[src/hw/rtl/hrcd_pkg.sv]
// ----------------------------------------------------------------------------
// hrcd_pkg
// Types and constants shared by the request completeness detector.
// ----------------------------------------------------------------------------
`default_nettype none

package hrcd_pkg;

   localparam int unsigned LenWidth  = 64;
   localparam int unsigned NameLen   = 15;
   localparam int unsigned MarkLen   = 4;

   localparam logic [7:0] CharCr    = 8'h0D;
   localparam logic [7:0] CharLf    = 8'h0A;
   localparam logic [7:0] CharSpace = 8'h20;
   localparam logic [7:0] CharTab   = 8'h09;
   localparam logic [7:0] CharVt    = 8'h0B;
   localparam logic [7:0] CharFf    = 8'h0C;
   localparam logic [7:0] CharPlus  = 8'h2B;
   localparam logic [7:0] CharMinus = 8'h2D;
   localparam logic [7:0] CharZero  = 8'h30;
   localparam logic [7:0] CharNine  = 8'h39;
   localparam logic [7:0] CharUpA   = 8'h41;
   localparam logic [7:0] CharUpZ   = 8'h5A;

   localparam logic [LenWidth-1:0] MaxDiv10 = 64'd1844674407370955161;

   typedef enum logic [1:0] {
      PH_SKIP   = 2'd0,
      PH_SIGN   = 2'd1,
      PH_DIGITS = 2'd2,
      PH_CLOSED = 2'd3
   } value_phase_type;

   typedef struct packed {
      logic [7:0] data_byte;
      logic       first_byte;
   } req_type;

   typedef struct packed {
      logic                complete;
      logic                headers_ended;
      logic [LenWidth-1:0] length_value;
   } rsp_type;

   // lower-case header name, one character per position
   function automatic logic [7:0] name_char(input logic [3:0] pos);
      logic [7:0] c;
      unique case (pos)
         4'd0:    c = 8'h63; // c
         4'd1:    c = 8'h6F; // o
         4'd2:    c = 8'h6E; // n
         4'd3:    c = 8'h74; // t
         4'd4:    c = 8'h65; // e
         4'd5:    c = 8'h6E; // n
         4'd6:    c = 8'h74; // t
         4'd7:    c = 8'h2D; // -
         4'd8:    c = 8'h6C; // l
         4'd9:    c = 8'h65; // e
         4'd10:   c = 8'h6E; // n
         4'd11:   c = 8'h67; // g
         4'd12:   c = 8'h74; // t
         4'd13:   c = 8'h68; // h
         4'd14:   c = 8'h3A; // :
         default: c = 8'h00;
      endcase
      return c;
   endfunction

endpackage

`default_nettype wire

[src/hw/rtl/hrcd_if.sv]
// ----------------------------------------------------------------------------
// hrcd_req_if / hrcd_rsp_if
// Valid/ready channels carrying request bytes in and framing results out.
// ----------------------------------------------------------------------------
`default_nettype none

interface hrcd_req_if;
   logic       valid;
   logic       ready;
   logic [7:0] data_byte;
   logic       first_byte;

   modport source (output valid, output data_byte, output first_byte, input ready);
   modport sink   (input valid, input data_byte, input first_byte, output ready);
endinterface

interface hrcd_rsp_if;
   logic        valid;
   logic        ready;
   logic        complete;
   logic        headers_ended;
   logic [63:0] length_value;

   modport source (output valid, output complete, output headers_ended,
                   output length_value, input ready);
   modport sink   (input valid, input complete, input headers_ended,
                   input length_value, output ready);
endinterface

`default_nettype wire

[src/hw/rtl/http_request_completeness_detector_unit.sv]
// ----------------------------------------------------------------------------
// http_request_completeness_detector_unit
// Content-Length framing check over a stream of request bytes.
// ----------------------------------------------------------------------------
// req_if carries one request byte per transfer; first_byte starts a new
// buffer and clears all parsing state. rsp_if returns one result per byte:
// whether the headers have ended, the parsed content length so far, and
// whether the buffer up to this byte is a complete request.
// A byte passes an input register and then the matchers and parser, which
// write the result register. One byte is taken every cycle while rsp_if
// does not stall; the throughput is set by the parse step, which is
// combinational between the two registers and holds a 64-bit times-ten
// accumulate.
// When rsp_if stalls, the result register holds, the input register fills,
// and req_if.ready drops after at most one more transfer; nothing is lost.
// Reset empties both registers and returns the parser to the state of a new
// buffer, so bytes before any first_byte are parsed as a fresh request.
// ----------------------------------------------------------------------------
`default_nettype none

module http_request_completeness_detector_unit (
   input wire logic    clock,
   input wire logic    reset,
   hrcd_req_if.sink    req_if,
   hrcd_rsp_if.source  rsp_if
);
   import hrcd_pkg::*;

   req_type req_data;
   req_type stage_data;
   rsp_type rsp_data;
   logic    stage_valid;
   logic    stage_take;

   assign req_data.data_byte  = req_if.data_byte;
   assign req_data.first_byte = req_if.first_byte;

   hrcd_in_reg u_in_reg (
      .clock     (clock),
      .reset     (reset),
      .in_valid  (req_if.valid),
      .in_ready  (req_if.ready),
      .in_data   (req_data),
      .out_valid (stage_valid),
      .out_take  (stage_take),
      .out_data  (stage_data)
   );

   hrcd_core u_core (
      .clock     (clock),
      .reset     (reset),
      .in_valid  (stage_valid),
      .in_take   (stage_take),
      .in_data   (stage_data),
      .rsp_valid (rsp_if.valid),
      .rsp_ready (rsp_if.ready),
      .rsp_data  (rsp_data)
   );

   assign rsp_if.complete      = rsp_data.complete;
   assign rsp_if.headers_ended = rsp_data.headers_ended;
   assign rsp_if.length_value  = rsp_data.length_value;

endmodule

`default_nettype wire

[src/hw/rtl/hrcd_in_reg.sv]
// ----------------------------------------------------------------------------
// hrcd_in_reg
// Input register stage; holds one request byte until the core takes it.
// ----------------------------------------------------------------------------
`default_nettype none

module hrcd_in_reg (
   input  wire logic             clock,
   input  wire logic             reset,
   input  wire logic             in_valid,
   output logic                  in_ready,
   input  wire hrcd_pkg::req_type in_data,
   output logic                  out_valid,
   input  wire logic             out_take,
   output hrcd_pkg::req_type     out_data
);
   import hrcd_pkg::*;

   logic    valid_ff;
   logic    valid_in;
   req_type data_ff;

   assign in_ready  = !valid_ff || out_take;
   assign valid_in  = in_valid ? 1'b1 : (valid_ff && !out_take);
   assign out_valid = valid_ff;
   assign out_data  = data_ff;

   always_ff @(posedge clock) begin
      if (reset) begin
         valid_ff <= 1'b0;
      end else if (in_ready) begin
         valid_ff <= valid_in;
      end
   end

   always_ff @(posedge clock) begin
      if (in_valid && in_ready) begin
         data_ff <= in_data;
      end
   end

endmodule

`default_nettype wire

[src/hw/rtl/hrcd_core.sv]
// ----------------------------------------------------------------------------
// hrcd_core
// Blank-line and header-name matchers, length parser, body counter and
// result register.
// ----------------------------------------------------------------------------
`default_nettype none

module hrcd_core (
   input  wire logic              clock,
   input  wire logic              reset,
   input  wire logic              in_valid,
   output logic                   in_take,
   input  wire hrcd_pkg::req_type in_data,
   output logic                   rsp_valid,
   input  wire logic              rsp_ready,
   output hrcd_pkg::rsp_type      rsp_data
);
   import hrcd_pkg::*;

   // state registers
   logic [1:0]          blank_match_ff, blank_match_in;
   logic                header_done_ff, header_done_in;
   logic [3:0]          name_pos_ff, name_pos_in;
   logic                name_found_ff, name_found_in;
   value_phase_type     phase_ff, phase_in;
   logic                pending_cr_ff, pending_cr_in;
   logic                negative_ff, negative_in;
   logic                overflow_ff, overflow_in;
   logic [LenWidth-1:0] acc_ff, acc_in;
   logic [LenWidth-1:0] body_ff, body_in;
   logic [LenWidth-1:0] length_ff, length_in;
   logic                rsp_valid_ff;
   rsp_type             rsp_ff, rsp_in;

   // state as seen by this byte, cleared on a new buffer
   logic [1:0]          blank_match_s;
   logic                header_done_s;
   logic [3:0]          name_pos_s;
   logic                name_found_s;
   value_phase_type     phase_s;
   logic                pending_cr_s;
   logic                negative_s;
   logic                overflow_s;
   logic [LenWidth-1:0] acc_s;
   logic [LenWidth-1:0] body_s;
   logic [LenWidth-1:0] length_s;

   logic [7:0]          b;
   logic [7:0]          low;
   logic                is_digit;
   logic                is_space;
   logic                is_sign;
   logic                value_active;
   logic                take_digit;
   logic                set_sign;
   logic [3:0]          digit;
   logic [LenWidth-1:0] acc_times10;
   logic                digit_overflows;
   logic [3:0]          name_pos_inc;
   logic [2:0]          blank_inc;

   assign in_take   = in_valid && (!rsp_valid_ff || rsp_ready);
   assign rsp_valid = rsp_valid_ff;
   assign rsp_data  = rsp_ff;

   always_comb begin
      if (in_data.first_byte) begin
         blank_match_s = '0;
         header_done_s = 1'b0;
         name_pos_s    = '0;
         name_found_s  = 1'b0;
         phase_s       = PH_SKIP;
         pending_cr_s  = 1'b0;
         negative_s    = 1'b0;
         overflow_s    = 1'b0;
         acc_s         = '0;
         body_s        = '0;
         length_s      = '0;
      end else begin
         blank_match_s = blank_match_ff;
         header_done_s = header_done_ff;
         name_pos_s    = name_pos_ff;
         name_found_s  = name_found_ff;
         phase_s       = phase_ff;
         pending_cr_s  = pending_cr_ff;
         negative_s    = negative_ff;
         overflow_s    = overflow_ff;
         acc_s         = acc_ff;
         body_s        = body_ff;
         length_s      = length_ff;
      end
   end

   // byte classes
   assign b        = in_data.data_byte;
   assign low      = (b >= CharUpA && b <= CharUpZ) ? (b + 8'd32) : b;
   assign is_digit = (b >= CharZero) && (b <= CharNine);
   assign is_space = (b == CharSpace) || (b == CharTab) || (b == CharLf) ||
                     (b == CharVt) || (b == CharFf) || (b == CharCr);
   assign is_sign  = (b == CharPlus) || (b == CharMinus);
   assign digit    = 4'(b - CharZero);

   assign value_active = !header_done_s && name_found_s;

   // value phase next state
   always_comb begin
      phase_in = phase_s;
      if (value_active) begin
         unique case (phase_s)
            PH_SKIP: begin
               if (pending_cr_s && b == CharLf) begin
                  phase_in = PH_CLOSED;
               end else if (is_space) begin
                  phase_in = PH_SKIP;
               end else if (is_sign) begin
                  phase_in = PH_SIGN;
               end else if (is_digit) begin
                  phase_in = PH_DIGITS;
               end else begin
                  phase_in = PH_CLOSED;
               end
            end
            PH_SIGN, PH_DIGITS: begin
               phase_in = is_digit ? PH_DIGITS : PH_CLOSED;
            end
            PH_CLOSED: phase_in = PH_CLOSED;
            default:   phase_in = PH_CLOSED;
         endcase
      end
      if (!header_done_s && !name_found_s && name_pos_inc == 4'(NameLen)
          && low == name_char(name_pos_s)) begin
         phase_in = PH_SKIP;
      end
   end

   // value phase actions
   always_comb begin
      take_digit    = 1'b0;
      set_sign      = 1'b0;
      pending_cr_in = pending_cr_s;
      if (value_active) begin
         unique case (phase_s)
            PH_SKIP: begin
               if (pending_cr_s && b == CharLf) begin
                  pending_cr_in = 1'b0;
               end else begin
                  pending_cr_in = (b == CharCr);
                  set_sign      = !is_space && is_sign;
                  take_digit    = !is_space && !is_sign && is_digit;
               end
            end
            PH_SIGN, PH_DIGITS: take_digit = is_digit;
            PH_CLOSED: take_digit = 1'b0;
            default:   take_digit = 1'b0;
         endcase
      end
   end

   // digit accumulate
   assign acc_times10 = {acc_s[LenWidth-4:0], 3'b000} + {acc_s[LenWidth-2:0], 1'b0};
   assign digit_overflows = (acc_s > MaxDiv10) || (acc_s == MaxDiv10 && digit > 4'd5);

   always_comb begin
      negative_in = set_sign ? (b == CharMinus) : negative_s;
      overflow_in = overflow_s;
      acc_in      = acc_s;
      if (take_digit && !overflow_s) begin
         if (digit_overflows) begin
            overflow_in = 1'b1;
         end else begin
            acc_in = acc_times10 + {{(LenWidth-4){1'b0}}, digit};
         end
      end
      if (overflow_in) begin
         length_in = '0;
      end else if (negative_in) begin
         length_in = '0 - acc_in;
      end else begin
         length_in = acc_in;
      end
   end

   // header name matcher
   assign name_pos_inc = name_pos_s + 4'd1;

   always_comb begin
      name_pos_in   = name_pos_s;
      name_found_in = name_found_s;
      if (!header_done_s && !name_found_s) begin
         if (low == name_char(name_pos_s)) begin
            if (name_pos_inc == 4'(NameLen)) begin
               name_found_in = 1'b1;
               name_pos_in   = '0;
            end else begin
               name_pos_in = name_pos_inc;
            end
         end else begin
            name_pos_in = (low == name_char(4'd0)) ? 4'd1 : 4'd0;
         end
      end
   end

   // blank line matcher
   assign blank_inc = {1'b0, blank_match_s} + 3'd1;

   always_comb begin
      blank_match_in = blank_match_s;
      header_done_in = header_done_s;
      if (!header_done_s) begin
         if (b == (blank_match_s[0] ? CharLf : CharCr)) begin
            if (blank_inc == 3'(MarkLen)) begin
               header_done_in = 1'b1;
               blank_match_in = '0;
            end else begin
               blank_match_in = blank_inc[1:0];
            end
         end else begin
            blank_match_in = (b == CharCr) ? 2'd1 : 2'd0;
         end
      end
   end

   // body counter, length is frozen once the headers have ended
   always_comb begin
      body_in = body_s;
      if (header_done_s && body_s != {LenWidth{1'b1}}) begin
         body_in = body_s + 64'd1;
      end
      rsp_in.complete      = header_done_in && (body_in >= length_s);
      rsp_in.headers_ended = header_done_in;
      rsp_in.length_value  = length_in;
   end

   always_ff @(posedge clock) begin
      if (reset) begin
         blank_match_ff <= '0;
         header_done_ff <= 1'b0;
         name_pos_ff    <= '0;
         name_found_ff  <= 1'b0;
         phase_ff       <= PH_SKIP;
         pending_cr_ff  <= 1'b0;
         negative_ff    <= 1'b0;
         overflow_ff    <= 1'b0;
         acc_ff         <= '0;
         body_ff        <= '0;
         length_ff      <= '0;
      end else if (in_take) begin
         blank_match_ff <= blank_match_in;
         header_done_ff <= header_done_in;
         name_pos_ff    <= name_pos_in;
         name_found_ff  <= name_found_in;
         phase_ff       <= phase_in;
         pending_cr_ff  <= pending_cr_in;
         negative_ff    <= negative_in;
         overflow_ff    <= overflow_in;
         acc_ff         <= acc_in;
         body_ff        <= body_in;
         length_ff      <= length_in;
      end
   end

   always_ff @(posedge clock) begin
      if (reset) begin
         rsp_valid_ff <= 1'b0;
      end else if (in_take) begin
         rsp_valid_ff <= 1'b1;
      end else if (rsp_ready) begin
         rsp_valid_ff <= 1'b0;
      end
   end

   always_ff @(posedge clock) begin
      if (in_take) begin
         rsp_ff <= rsp_in;
      end
   end

endmodule

`default_nettype wire

[src/flat_wrapper.sv]
// flat-port wrapper written by rule: the top's interface ports become plain ports
module http_request_completeness_detector_unit_flat import hrcd_pkg::*;
  (clock, reset, req_if_valid, req_if_data_byte, req_if_first_byte, req_if_ready, rsp_if_valid, rsp_if_complete, rsp_if_headers_ended, rsp_if_length_value, rsp_if_ready);
  hrcd_req_if req_if_i ();
  hrcd_rsp_if rsp_if_i ();
  input wire logic clock;
  input wire logic reset;
  input wire logic [$bits(req_if_i.valid)-1:0] req_if_valid;
  input wire logic [$bits(req_if_i.data_byte)-1:0] req_if_data_byte;
  input wire logic [$bits(req_if_i.first_byte)-1:0] req_if_first_byte;
  output wire logic [$bits(req_if_i.ready)-1:0] req_if_ready;
  output wire logic [$bits(rsp_if_i.valid)-1:0] rsp_if_valid;
  output wire logic [$bits(rsp_if_i.complete)-1:0] rsp_if_complete;
  output wire logic [$bits(rsp_if_i.headers_ended)-1:0] rsp_if_headers_ended;
  output wire logic [$bits(rsp_if_i.length_value)-1:0] rsp_if_length_value;
  input wire logic [$bits(rsp_if_i.ready)-1:0] rsp_if_ready;
  assign req_if_i.valid = req_if_valid;
  assign req_if_i.data_byte = req_if_data_byte;
  assign req_if_i.first_byte = req_if_first_byte;
  assign req_if_ready = req_if_i.ready;
  assign rsp_if_valid = rsp_if_i.valid;
  assign rsp_if_complete = rsp_if_i.complete;
  assign rsp_if_headers_ended = rsp_if_i.headers_ended;
  assign rsp_if_length_value = rsp_if_i.length_value;
  assign rsp_if_i.ready = rsp_if_ready;
  http_request_completeness_detector_unit u_core (.clock(clock), .reset(reset), .req_if(req_if_i), .rsp_if(rsp_if_i));
endmodule
[config.mk]
export PLATFORM = sky130hd
export DESIGN_NAME = http_request_completeness_detector_unit_flat
export DESIGN_NICKNAME = d
export VERILOG_FILES = /design/src/hw/rtl/hrcd_pkg.sv /design/src/hw/rtl/hrcd_if.sv /design/src/hw/rtl/http_request_completeness_detector_unit.sv /design/src/hw/rtl/hrcd_in_reg.sv /design/src/hw/rtl/hrcd_core.sv /design/src/flat_wrapper.sv
export SDC_FILE = /design/constraint.sdc
export NUM_CORES = 1
export LEC_CHECK = 0
export BUFFER_PORTS_ARGS = -buffer_cell sky130_fd_sc_hd__buf_2
export CAP_MARGIN = 20
export CELL_PAD_IN_SITES_DETAIL_PLACEMENT = 1
export CELL_PAD_IN_SITES_GLOBAL_PLACEMENT = 1
export CORE_ASPECT_RATIO = 2
export CORE_UTILIZATION = 51
export DETAILED_ROUTE_END_ITERATION = 10
export GPL_ROUTABILITY_DRIVEN = 0
export PLACE_DENSITY_LB_ADDON = 0.1
export SLEW_MARGIN = 20
export SYNTH_ARGS = -nofsm -noshare
export SYNTH_HDL_FRONTEND = slang
export SYNTH_SLANG_ARGS = --single-unit
[constraint.sdc]
create_clock -name clock -period 11.2 [get_ports clock]
set_input_delay 2.24 -clock clock [delete_from_list [all_inputs] [get_ports clock]]
set_output_delay 2.24 -clock clock [all_outputs]
set_load 0.02 [all_outputs]
; ---- Yosys cells after proc, flatten, opt, wreduce, memory -nomap -nowiden
; Memories as Yosys holds them, arrays and structs flattened.
; Cells that the tools add are included.
[word_totals]
out_inout_bits = 68
ram_bits = 0
romBits = 224
in_bits = 13
n_memories = 2
latch_bits = 0
ff_bits = 282
[op_classes]
n_eq_ne = 19
n_lt_le_gt_ge = 7
n_reduce_logical = 37
addsub = 8
n_mux = 55
div = 0
bitwise_logic = 0
n_shift = 0
mul = 0
[mem_list]
columns = name, words, width, read_ports, rd_ports_with_merged_regs, wr, line
row1 = (no name shown), 16, 7, 1, 0, 0, hrcd_pkg.sv:49  ; unique case (pos)
row2 = (no name shown), 16, 7, 1, 0, 0, hrcd_pkg.sv:49
[ops]
columns = op, n
row1 = 64-bit 2-to-1 mux, 8
row2 = "64-bit by 1-bit adder with 64-bit output, second input constant", 1
row3 = 64-bit by 4-bit adder with 64-bit output, 1
row4 = 64-bit adder, 1
row5 = "64-bit by 61-bit == test with 1-bit output, second input constant", 1
row6 = 64-bit greater-or-equal comparator, 1
row7 = "64-bit by 61-bit > comparator with 1-bit output, second input constant", 1
row8 = "64-bit inequality test, second input constant", 1
row9 = "1-bit by 64-bit subtractor with 64-bit output, first input constant", 1
row10 = "8-bit by 4-bit == test with 1-bit output, second input constant", 5
row11 = 1-bit 2-to-1 mux, 28
row12 = "8-bit by 6-bit == test with 1-bit output, second input constant", 3
row13 = 2-bit 2-to-1 mux, 10
row14 = 1-bit logical AND, 17
row15 = 8-bit == test, 2
row16 = 4-bit 2-to-1 mux, 4
row17 = 8-bit 2-to-1 mux, 2
row18 = 1-bit logical OR, 9
row19 = "8-bit by 6-bit adder with 8-bit output, second input constant", 1
row20 = 8-bit by 4-bit == test with 1-bit output, 1
row21 = "8-bit by 7-bit == test with 1-bit output, second input constant", 1
row22 = "8-bit by 6-bit greater-or-equal comparator with 1-bit output, second input constant", 1
row23 = "8-bit by 7-bit greater-or-equal comparator with 1-bit output, second input constant", 1
row24 = "8-bit by 6-bit <= comparator with 1-bit output, second input constant", 1
row25 = 16 further kinds, 24

; ---- Logic depth before layout (Yosys ltp)
; Gate-level depths: netlist (run 1).
[logic_depth]
ltp_word = 17
mapped_depth = 33
ltp_nobuf = 26

; ---- By module
; From an unflattened synthesis (run 1), not the netlist that was laid out.
[hier_totals]
hier_cells = 3001
hier_area_um2 = 22838.2
[by_module_without_submodules]
columns = module, n_inst, area_each_um2, cells_per_inst
row1 = hrcd_core, 1, 22512.8, 2987
row2 = hrcd_in_reg, 1, 325.3, 14

; ---- Worst setup path after synthesis (run 1)
; Ideal clock, no wire load.
[synth_timing]
kind = flip-flop to flip-flop
startpoint = register u_core.u_in_reg.data_ff (netlist bit u_core.u_in_reg.out_data[0])
endpoint = register u_core.u_core.rsp_ff (netlist bit u_core.u_core.rsp_data[60]), data pin
arrival_ps = 6791
path_stages_with_launch = 26
setup_slack_ps = 4144
setup_time_ps = 266
period_less_slack_ps = 7056
path_cell_list = edfxtp_1 > buf_4 > clkbuf_1 > clkbuf_1 > clkbuf_1 > buf_1 > clkbuf_1 > clkbuf_1 > buf_1 > nor2_1 > ha_1 > inv_1 > fa_1 > nand2b_1 > a21o_1 > a2111oi_0 > o2111ai_1 > nand3_1 > a21o_1 > xor2_1 > o31a_1 > or4b_4 > or4b_4 > o21ai_0 > xor2_1 > nor2_1
[synth_via]
elab_chain_len = 10
elab_cells_between_ends = 37
[synth_rtl]
columns = element, line
row1 = start: declaration, hrcd_in_reg.sv:21  ; req_type data_ff;
row2 = start signal: assignment, hrcd_in_reg.sv:38  ; data_ff <= in_data;
row3 = branches (longest 9 deep; another with 64-bit adder), n/a
row4 = 64-bit 2-to-1 mux *, hrcd_core.sv:174  ; if (overflow_in) begin
row5 = net u_core.u_core.length_in[60], hrcd_core.sv:31  ; logic [LenWidth-1:0] length_ff, length_in;
row6 = end signal: assignment, hrcd_core.sv:274  ; rsp_ff <= rsp_in;
row7 = end: declaration, hrcd_core.sv:33  ; rsp_type rsp_ff, rsp_in;
; Mark *: on every way through the listed nets, which the timed path passes.
; A chain may end at the register's enable or synchronous reset.

; ---- Worst setup path after layout (run 1)
; Ends and elaborated chain as after synthesis.

==> out/metrics.yaml, run 1 <==
status:
  outcome: "finished, violations left"
  violations: "design-rule violations"
logic_synthesis:
  synthSimpleGateAreaFrac: 0.291
  synth_compound_area_frac: 0.209
  synth_xor_area_frac: 0.0640
  synthArstFlopShare: 0
  ys_seq_area_frac: 0.278
  yosys_warnings: 0
  synth_edf_count: 75
  synth.area.mux_share: 0.0137
  synthAdderAreaFrac: 0.110
  synth_top_area_share: 0.180
  synth_nets: 3262
  synth.cell_area_um2: 23000
  ys.flop_type: "dfxtp_1"
  syn_inst: 3048
  synth_cell_type_count: 94
  synth.top_cells.by_area: "dfxtp_1, ha_1, edfxtp_1"
  syn_area_per_cell_um2: 7.54
  synth_top_area_cell: "dfxtp_1"
  ys_ff_latch: 282
  synth_top_family_by_area: "simple AND/OR/NAND/NOR gates"
drt:
  via_per_inst: 6.62
  num_vias: 23800
  firstDrtPassIters: 8
  drc: 6
  post_drt_wl_per_cell_um: 24.4
  antenna_left: 0
  drtIter0Drc: 1849
  routed_wl_mm: 87.5
timing:
  rsz0062_at_grt: "false"
  finalHoldViolCount: 0
  finalMaxSlewViolations: 0
  period_needed_ns: 7.58
  clock.fmax_ghz: 0.132
  tightestPinTransition_ns: 1.17
  setup_viol: 0
  slew_headroom: 0.213
  skew_ns: 0.0101
  setup_total_negative_slack_ns: 0
  finalCritPeriodShare: 0.677
cells_and_area:
  layout.nets: 3226
  final_common_cell: "nand2_1"
  seq_area_um2: 6400
  nFillCells: 5610
  final_cell_mix: "nand2_1, nor2_1, a21oi_1"
  final_cells: 3587
  area_growth_pct: 7.32
  antenna_cells: 0
  multi_input_area_um2: 15900
  drive_above_1_share: 0.0673
worst_setup_path:
  reg2reg_depth: 24
  crit_fanout: 60
  worstPathArrival_ns: 7.87
  cp-start-kind: "register"
  worstSetupEndpointType: "register"
  reg2reg_from: "u_core.u_in_reg.out_data[0]"
  critical_path_class: "register to register"
  cp.required_ns: 11.49
  reg2reg_slack_ns: 3.62
  r2r_end: "u_core.u_core.rsp_data[60]"
clocking:
  htreeDepth: 1
  clk_pin_slew_ns: 0.07
  clock_latency_ns: 0.57
  clk_path_buf_depth: 3
  postCtsSetupBuffers: 0
  clock-sinks: 282
  holdBufCountCts: 0
  cts_tree: "built"
  cts_buffers: 26
  ctsRootBufferMaster: "clkbuf_16"
  cts-resized-gates: 0
grt:
  grt_max_degree: 167
  use_met3: 0.0361
  antenna_found_initial: 0
  grtUsageMet2: 0.682
  grt_overflow: 0
  grtUsageTotal: 0.377
  grt_pass1_vias: 25300
  grt_pass1_wl_mm: 138
  grt_busiest_layer: "met2"
  grt_use_met1: 0.393
pwr:
  clkPwrFrac: 0.402
  leakagePower_nw: 9.75
  power.total_mw: 2.57
  powerDensity_nw_per_um2: 104
  p_int_mw: 1.81
  p_seq_frac: 0.437
  peakVddDrop_v: 0.000101
  power.switching_mw: 0.764
  comb_power_share: 0.161
  swShare: 0.297
die:
  coreArea_um2: 44300
  dieArea_um2: 46000
  dieHeight_um: 302
  num_rows: 109
  io_pins: 81
  fp.dieW_um: 152
  start_util: 0.519
worst_hold_path:
  hold_end: "u_core.u_core.length_ff[17]"
  whs_path_depth: 2
  hold_path_class: "register to register"
  min_from: "u_core.u_core.length_ff[17]"
placed_design:
  io_buffers: 80
  dpl.hpwl_mm: 66.0
  dp_cells: 3539
job:
  max_cap_viol_count: 0
## synth_stat cells (all sizes together) (74+ instances only)
cell type	n
nor3	84
xor2	91
dfxtp	207
xnor2	77
o21ai	182
nor2	380
ha	200
nand2	446
edfxtp	75
nand4	74
a21oi	266
clkbuf	132
nor2b	87
## layout make-up
cell class	instances	share of cell area
clock inverters	17	0.0106
clock buffers	31	0.0284
inverters	37	0.00598
repair buffers	104	0.0249
well taps	555	0.0281
flip-flops and latches	282	0.259
multi-input cells	2561	0.643
## metrics by stage
stage / setup WS (ns) / util / instance area [µm²] / hold slack, ns
floorplan: 4.14 / - / 23000 / 0.425
global placement: 4.08 / 0.535 / 23700 / 0.436
detailed placement: 3.86 / 0.535 / 23700 / 0.448
CTS: 3.79 / 0.557 / 24700 / 0.463
global route: 3.21 / 0.557 / 24700 / 0.485
finish: 3.62 / 0.557 / 24700 / 0.462
## layer usage
metal / routed length [µm] / share of wire / vias to the layer above
li1: - / - / 10900
met1: 32200 / 0.37 / 11700
met2: 43800 / 0.50 / 800
met3: 3480 / 0.040 / 366
met4: 8100 / 0.093 / 0
met5: 0 / 0 / -
## cells by family after synthesis
| kind of cell | count (synthesis) |
|---|---|
| AOI/OAI and AO/OA | 765 |
| muxes | 31 |
| adders and majority gates | 201 |
| DFF | 282 |
| buffers and inverters | 205 |
| and+or+nand+nor | 1396 |
| xor gates and xnor gates | 168 |
## critical path, cell delays in order, from the launching register on
cell,delay [ns]
edfxtp_1,0.50
clkinv_2,0.21
buf_4,0.41
buf_4,0.60
nand2_1,0.23
ha_1,0.36
o21a_1,0.17
nand4_1,0.18
o32ai_4,0.27
buf_4,0.60
nor2_1,0.15
a21oi_1,0.29
ha_1,0.31
o21ai_0,0.14
or3_1,0.42
nor3_1,0.29
nor3b_1,0.36
nand3_1,0.14
o31ai_1,0.10
buf_4,0.20
nand3_1,0.17
or4b_4,0.63
o21ai_0,0.23
xor2_1,0.22
nor2_1,0.06
## power groups by stage
stage	Clock (mW)	Combinational [mW]	Sequential [mW]
after detailed placement	0	0.404	1.14
after global placement	0	0.387	1.14
after global routing	1.07	0.448	1.12
after floorplan	0	0.268	1.14
final	1.03	0.415	1.12
after CTS	1.04	0.407	1.12
## sequential cells by signal (all words and copies together) (netlist names)
name / cells
u_core.u_core.length_ff: 64
u_core.u_core.acc_ff: 64
u_core.u_core.name_found_ff: 1
u_core.u_core.pending_cr_ff: 1
u_core.u_core.overflow_ff: 1
u_core.u_core.name_pos_ff: 4
u_core.u_core.rsp_data: 66
u_core.u_core.negative_ff: 1
u_core.u_core.header_done_ff: 1
u_core.u_core.rsp_valid: 1
u_core.u_in_reg.out_valid: 1
u_core.u_core.body_ff: 64
u_core.u_core.blank_match_ff: 2
u_core.u_core.phase_ff: 2
u_core.u_in_reg.out_data: 9
## worst max-delay path by stage
stage / endpoint / cells after the start / start
global placement: u_core.u_core.rsp_data[60] / 24 / u_core.u_in_reg.out_data[0]
floorplan: u_core.u_core.rsp_data[60] / 25 / u_core.u_in_reg.out_data[0]
detailed placement: u_core.u_core.rsp_data[60] / 24 / u_core.u_in_reg.out_data[0]
CTS: u_core.u_core.rsp_data[60] / 24 / u_core.u_in_reg.out_data[0]
global route: u_core.u_core.rsp_data[60] / 24 / u_core.u_in_reg.out_data[0]
finish: u_core.u_core.rsp_data[60] / 24 / u_core.u_in_reg.out_data[0]
(Power assumes the default switching activity.)
==> inputs of run 2 (changes only) <==
--- a/config.mk
+++ b/config.mk
@@ -10,7 +10,7 @@
 export CELL_PAD_IN_SITES_DETAIL_PLACEMENT = 1
 export CELL_PAD_IN_SITES_GLOBAL_PLACEMENT = 1
 export CORE_ASPECT_RATIO = 2
-export CORE_UTILIZATION = 51
+export CORE_UTILIZATION = 48
 export DETAILED_ROUTE_END_ITERATION = 10
 export GPL_ROUTABILITY_DRIVEN = 0
 export PLACE_DENSITY_LB_ADDON = 0.1
==> constraint.sdc (replaced) <==
create_clock -name clock -period 7.9 [get_ports clock]
set_input_delay 1.58 -clock clock [delete_from_list [all_inputs] [get_ports clock]]
set_output_delay 1.58 -clock clock [all_outputs]
set_load 0.02 [all_outputs]
==> out/metrics.yaml, run 2 (synthesis results as in run 1) <==
status:
  outcome: "completed"  # was finished, violations left
timing:
  slew_headroom: 0.292  # was 0.213
  tightestPinTransition_ns: 1.06  # was 1.17 ns
  period_needed_ns: 7.25  # was 7.58 ns
  clock.fmax_ghz: 0.138  # was 0.132 GHz
  finalCritPeriodShare: 0.918  # was 0.677
  setup_total_negative_slack_ns: 0  # unchanged
  finalHoldViolCount: 0  # unchanged
  finalMaxSlewViolations: 0  # unchanged
  rsz0062_at_grt: "false"  # unchanged
  setup_viol: 0  # unchanged
  skew_ns: 0.0201  # was 0.0101 ns
  fin_ws_ns: 0.650  # was 3.62 ns
worst_setup_path:
  worstPathArrival_ns: 7.54  # was 7.87 ns
  cp_top_family: "simple AND/OR/NAND/NOR gates"  # unchanged
  reg2reg_depth: 17  # was 24
  slowest_delay_ns: 0.69  # was 0.63 ns
  cp-start-kind: "register"  # unchanged
  r2r_end: "u_core.u_core.rsp_data[60]"  # unchanged
  crit_fanout: 71  # was 60
  worstSetupEndpointType: "register"  # unchanged
  path_buf_inv: 1  # was 5
  crit_path_end: "u_core.u_core.rsp_data[60]"  # unchanged
  crit_path_start: "u_core.u_in_reg.out_data[0]"  # unchanged
  cp.required_ns: 8.19  # was 11.49 ns
  crit_cells: 17  # was 24
  reg2reg_from: "u_core.u_in_reg.out_data[0]"  # unchanged
  reg2reg_slack_ns: 0.65  # was 3.62 ns
  crit_path_top_delay_cell: "or4_1"  # was or4b_4
  cp_cell_sequence: "buf_4 > nor2b_1 > ha_1 > ha_1 > nand4_1 > or4_1 > nor2_1 > o2111a_1 > a211oi_2 > xnor2_1 > or4_1 > and2_1 > or4b_4 > or4b_4 > o21ai_0 > xor2_1 > nor2_1"  # was clkinv_2 > buf_4 > buf_4 > nand2_1 > ha_1 > o21a_1 > nand4_1 > o32ai_4 > buf_4 > nor2_1 > a21oi_1 > ha_1 > o21ai_0 > or3_1 > nor3_1 > nor3b_1 > nand3_1 > o31ai_1 > buf_4 > nand3_1 > or4b_4 > o21ai_0 > xor2_1 > nor2_1
  critical_path_class: "register to register"  # unchanged
clocking:
  clk_path_buf_depth: 3  # unchanged
  clk_pin_slew_ns: 0.07  # about the same
  postCtsSetupBuffers: 0  # unchanged
  cts-resized-gates: 0  # unchanged
  ctsRootBufferMaster: "clkbuf_16"  # unchanged
  holdBufCountCts: 0  # unchanged
  clock-sinks: 282  # unchanged
  htreeDepth: 1  # unchanged
  cts_buffers: 26  # unchanged
  clock_latency_ns: 0.58  # was 0.57 ns
  cts_tree: "built"  # unchanged
cells_and_area:
  final_cell_mix: "nand2_1, nor2_1, a21oi_1"  # unchanged
  largest_reg_flops: 66  # unchanged
  seq_area_um2: 6400  # unchanged
  fin_area_um2: 24800  # was 24700 µm²
  final_core_util: 0.525  # was 0.557
  nFillCells: 5981  # was 5610
  area_growth_pct: 8.05  # was 7.32%
  antenna_cells: 0  # unchanged
  final_common_cell: "nand2_1"  # unchanged
  multi_input_area_um2: 15900  # about the same
  layout.nets: 3228  # was 3226
  drive_above_1_share: 0.0689  # was 0.0673
die:
  dieHeight_um: 312  # was 302 µm
  dieArea_um2: 48800  # was 46000 µm²
  num_rows: 113  # was 109
  start_util: 0.486  # was 0.519
  coreArea_um2: 47400  # was 44300 µm²
  fp.dieW_um: 157  # was 152 µm
  io_pins: 81  # unchanged
pwr:
  powerDensity_nw_per_um2: 150  # was 104 nW/µm²
  leakagePower_nw: 9.78  # was 9.75 nW
  peakVddDrop_v: 0.000148  # was 0.000101 V
drt:
  num_vias: 23400  # was 23800
  drc: 0  # was 6
  routed_wl_mm: 87.1  # was 87.5 mm
  via_per_inst: 6.38  # was 6.62
  antenna_left: 0  # unchanged
  firstDrtPassIters: 5  # was 8
  drtIter0Drc: 1376  # was 1849
  post_drt_wl_per_cell_um: 23.8  # was 24.4 µm
placed_design:
  place_area_um2: 23800  # was 23700 µm²
  io_buffers: 80  # unchanged
  dpl.hpwl_mm: 66.8  # was 66.0 mm
  place_ws_ns: 0.750  # was 3.86 ns
grt:
  grt_max_degree: 160  # was 167
  grtUsageTotal: 0.355  # was 0.377
  antenna_found_initial: 0  # unchanged
  grt_pass1_wl_mm: 135  # was 138 mm
  grt_pass1_vias: 24600  # was 25300
  grt_overflow: 0  # unchanged
worst_hold_path:
  hold_path_class: "register to register"  # unchanged
job:
  max_cap_viol_count: 0  # unchanged
[run 2: cell types whose count changed in the layout (fill, tap and decap cells not counted), sizes merged]
cell	before	now
inv	39	38
bufinv	6	8
buf	104	106
clkinvlp	3	2
[run 2: how the worst min path moves through the flow]
stage	start	cells after the start	end
CTS	u_core.u_core.length_ff[38]	2	u_core.u_core.length_ff[38]
global route	u_core.u_core.length_ff[41]	2	u_core.u_core.length_ff[41]
floorplan	u_core.u_core.length_ff[36]	2	u_core.u_core.length_ff[36]
detailed placement	u_core.u_core.length_ff[57]	2	u_core.u_core.length_ff[57]
finish	u_core.u_core.length_ff[38]	2	u_core.u_core.length_ff[38]
global placement	u_core.u_core.length_ff[42]	2	u_core.u_core.length_ff[42]
[run 2: through the flow]
stage	hold slack (ns)	cells	total power [mW]
after floorplan	0.425	3048	2.00
after global placement	0.439	3618	2.17
after detailed placement	0.443	3618	2.20
after CTS	0.457	3666	3.72
after global routing	0.477	3666	3.82
final	0.453	3666	3.72
[run 2: layout make-up]
class | count | area share
timing repair buffer | 106 | 0.0247
clock buffer | 31 | 0.0286
clock inverter | 17 | 0.0124
tap | 632 | 0.0318
multi-input combinational | 2561 | 0.639
inverter | 37 | 0.00594
sequential | 282 | 0.257
[run 2: where the power goes]
group | switching, mW | total, mW | leakage [nW] | internal [mW]
sequential | 0.0499 | 1.59 | 2.39 | 1.54
clock | 0.625 | 1.54 | 0.492 | 0.911
combinational | 0.407 | 0.592 | 6.90 | 0.185
[run 2: layer usage]
layer | vias to the layer above | track usage | share of wire
met5 | - | 0 | 0
met4 | 0 | 0.282 | 0.087
met3 | 318 | 0.0267 | 0.031
met2 | 672 | 0.632 | 0.51
met1 | 11500 | 0.380 | 0.38
li1 | 10900 | - | -
[run 2: worst register-to-register path, cell delays in order (launching register included)]
cell and delay [ns]:
edfxtp_1 0.35, buf_4 0.63, nor2b_1 0.38, ha_1 0.37
ha_1 0.37, nand4_1 0.34, or4_1 0.69, nor2_1 0.68
o2111a_1 0.39, a211oi_2 0.15, xnor2_1 0.26, or4_1 0.49
and2_1 0.20, or4b_4 0.50, or4b_4 0.59, o21ai_0 0.25
xor2_1 0.25, nor2_1 0.07
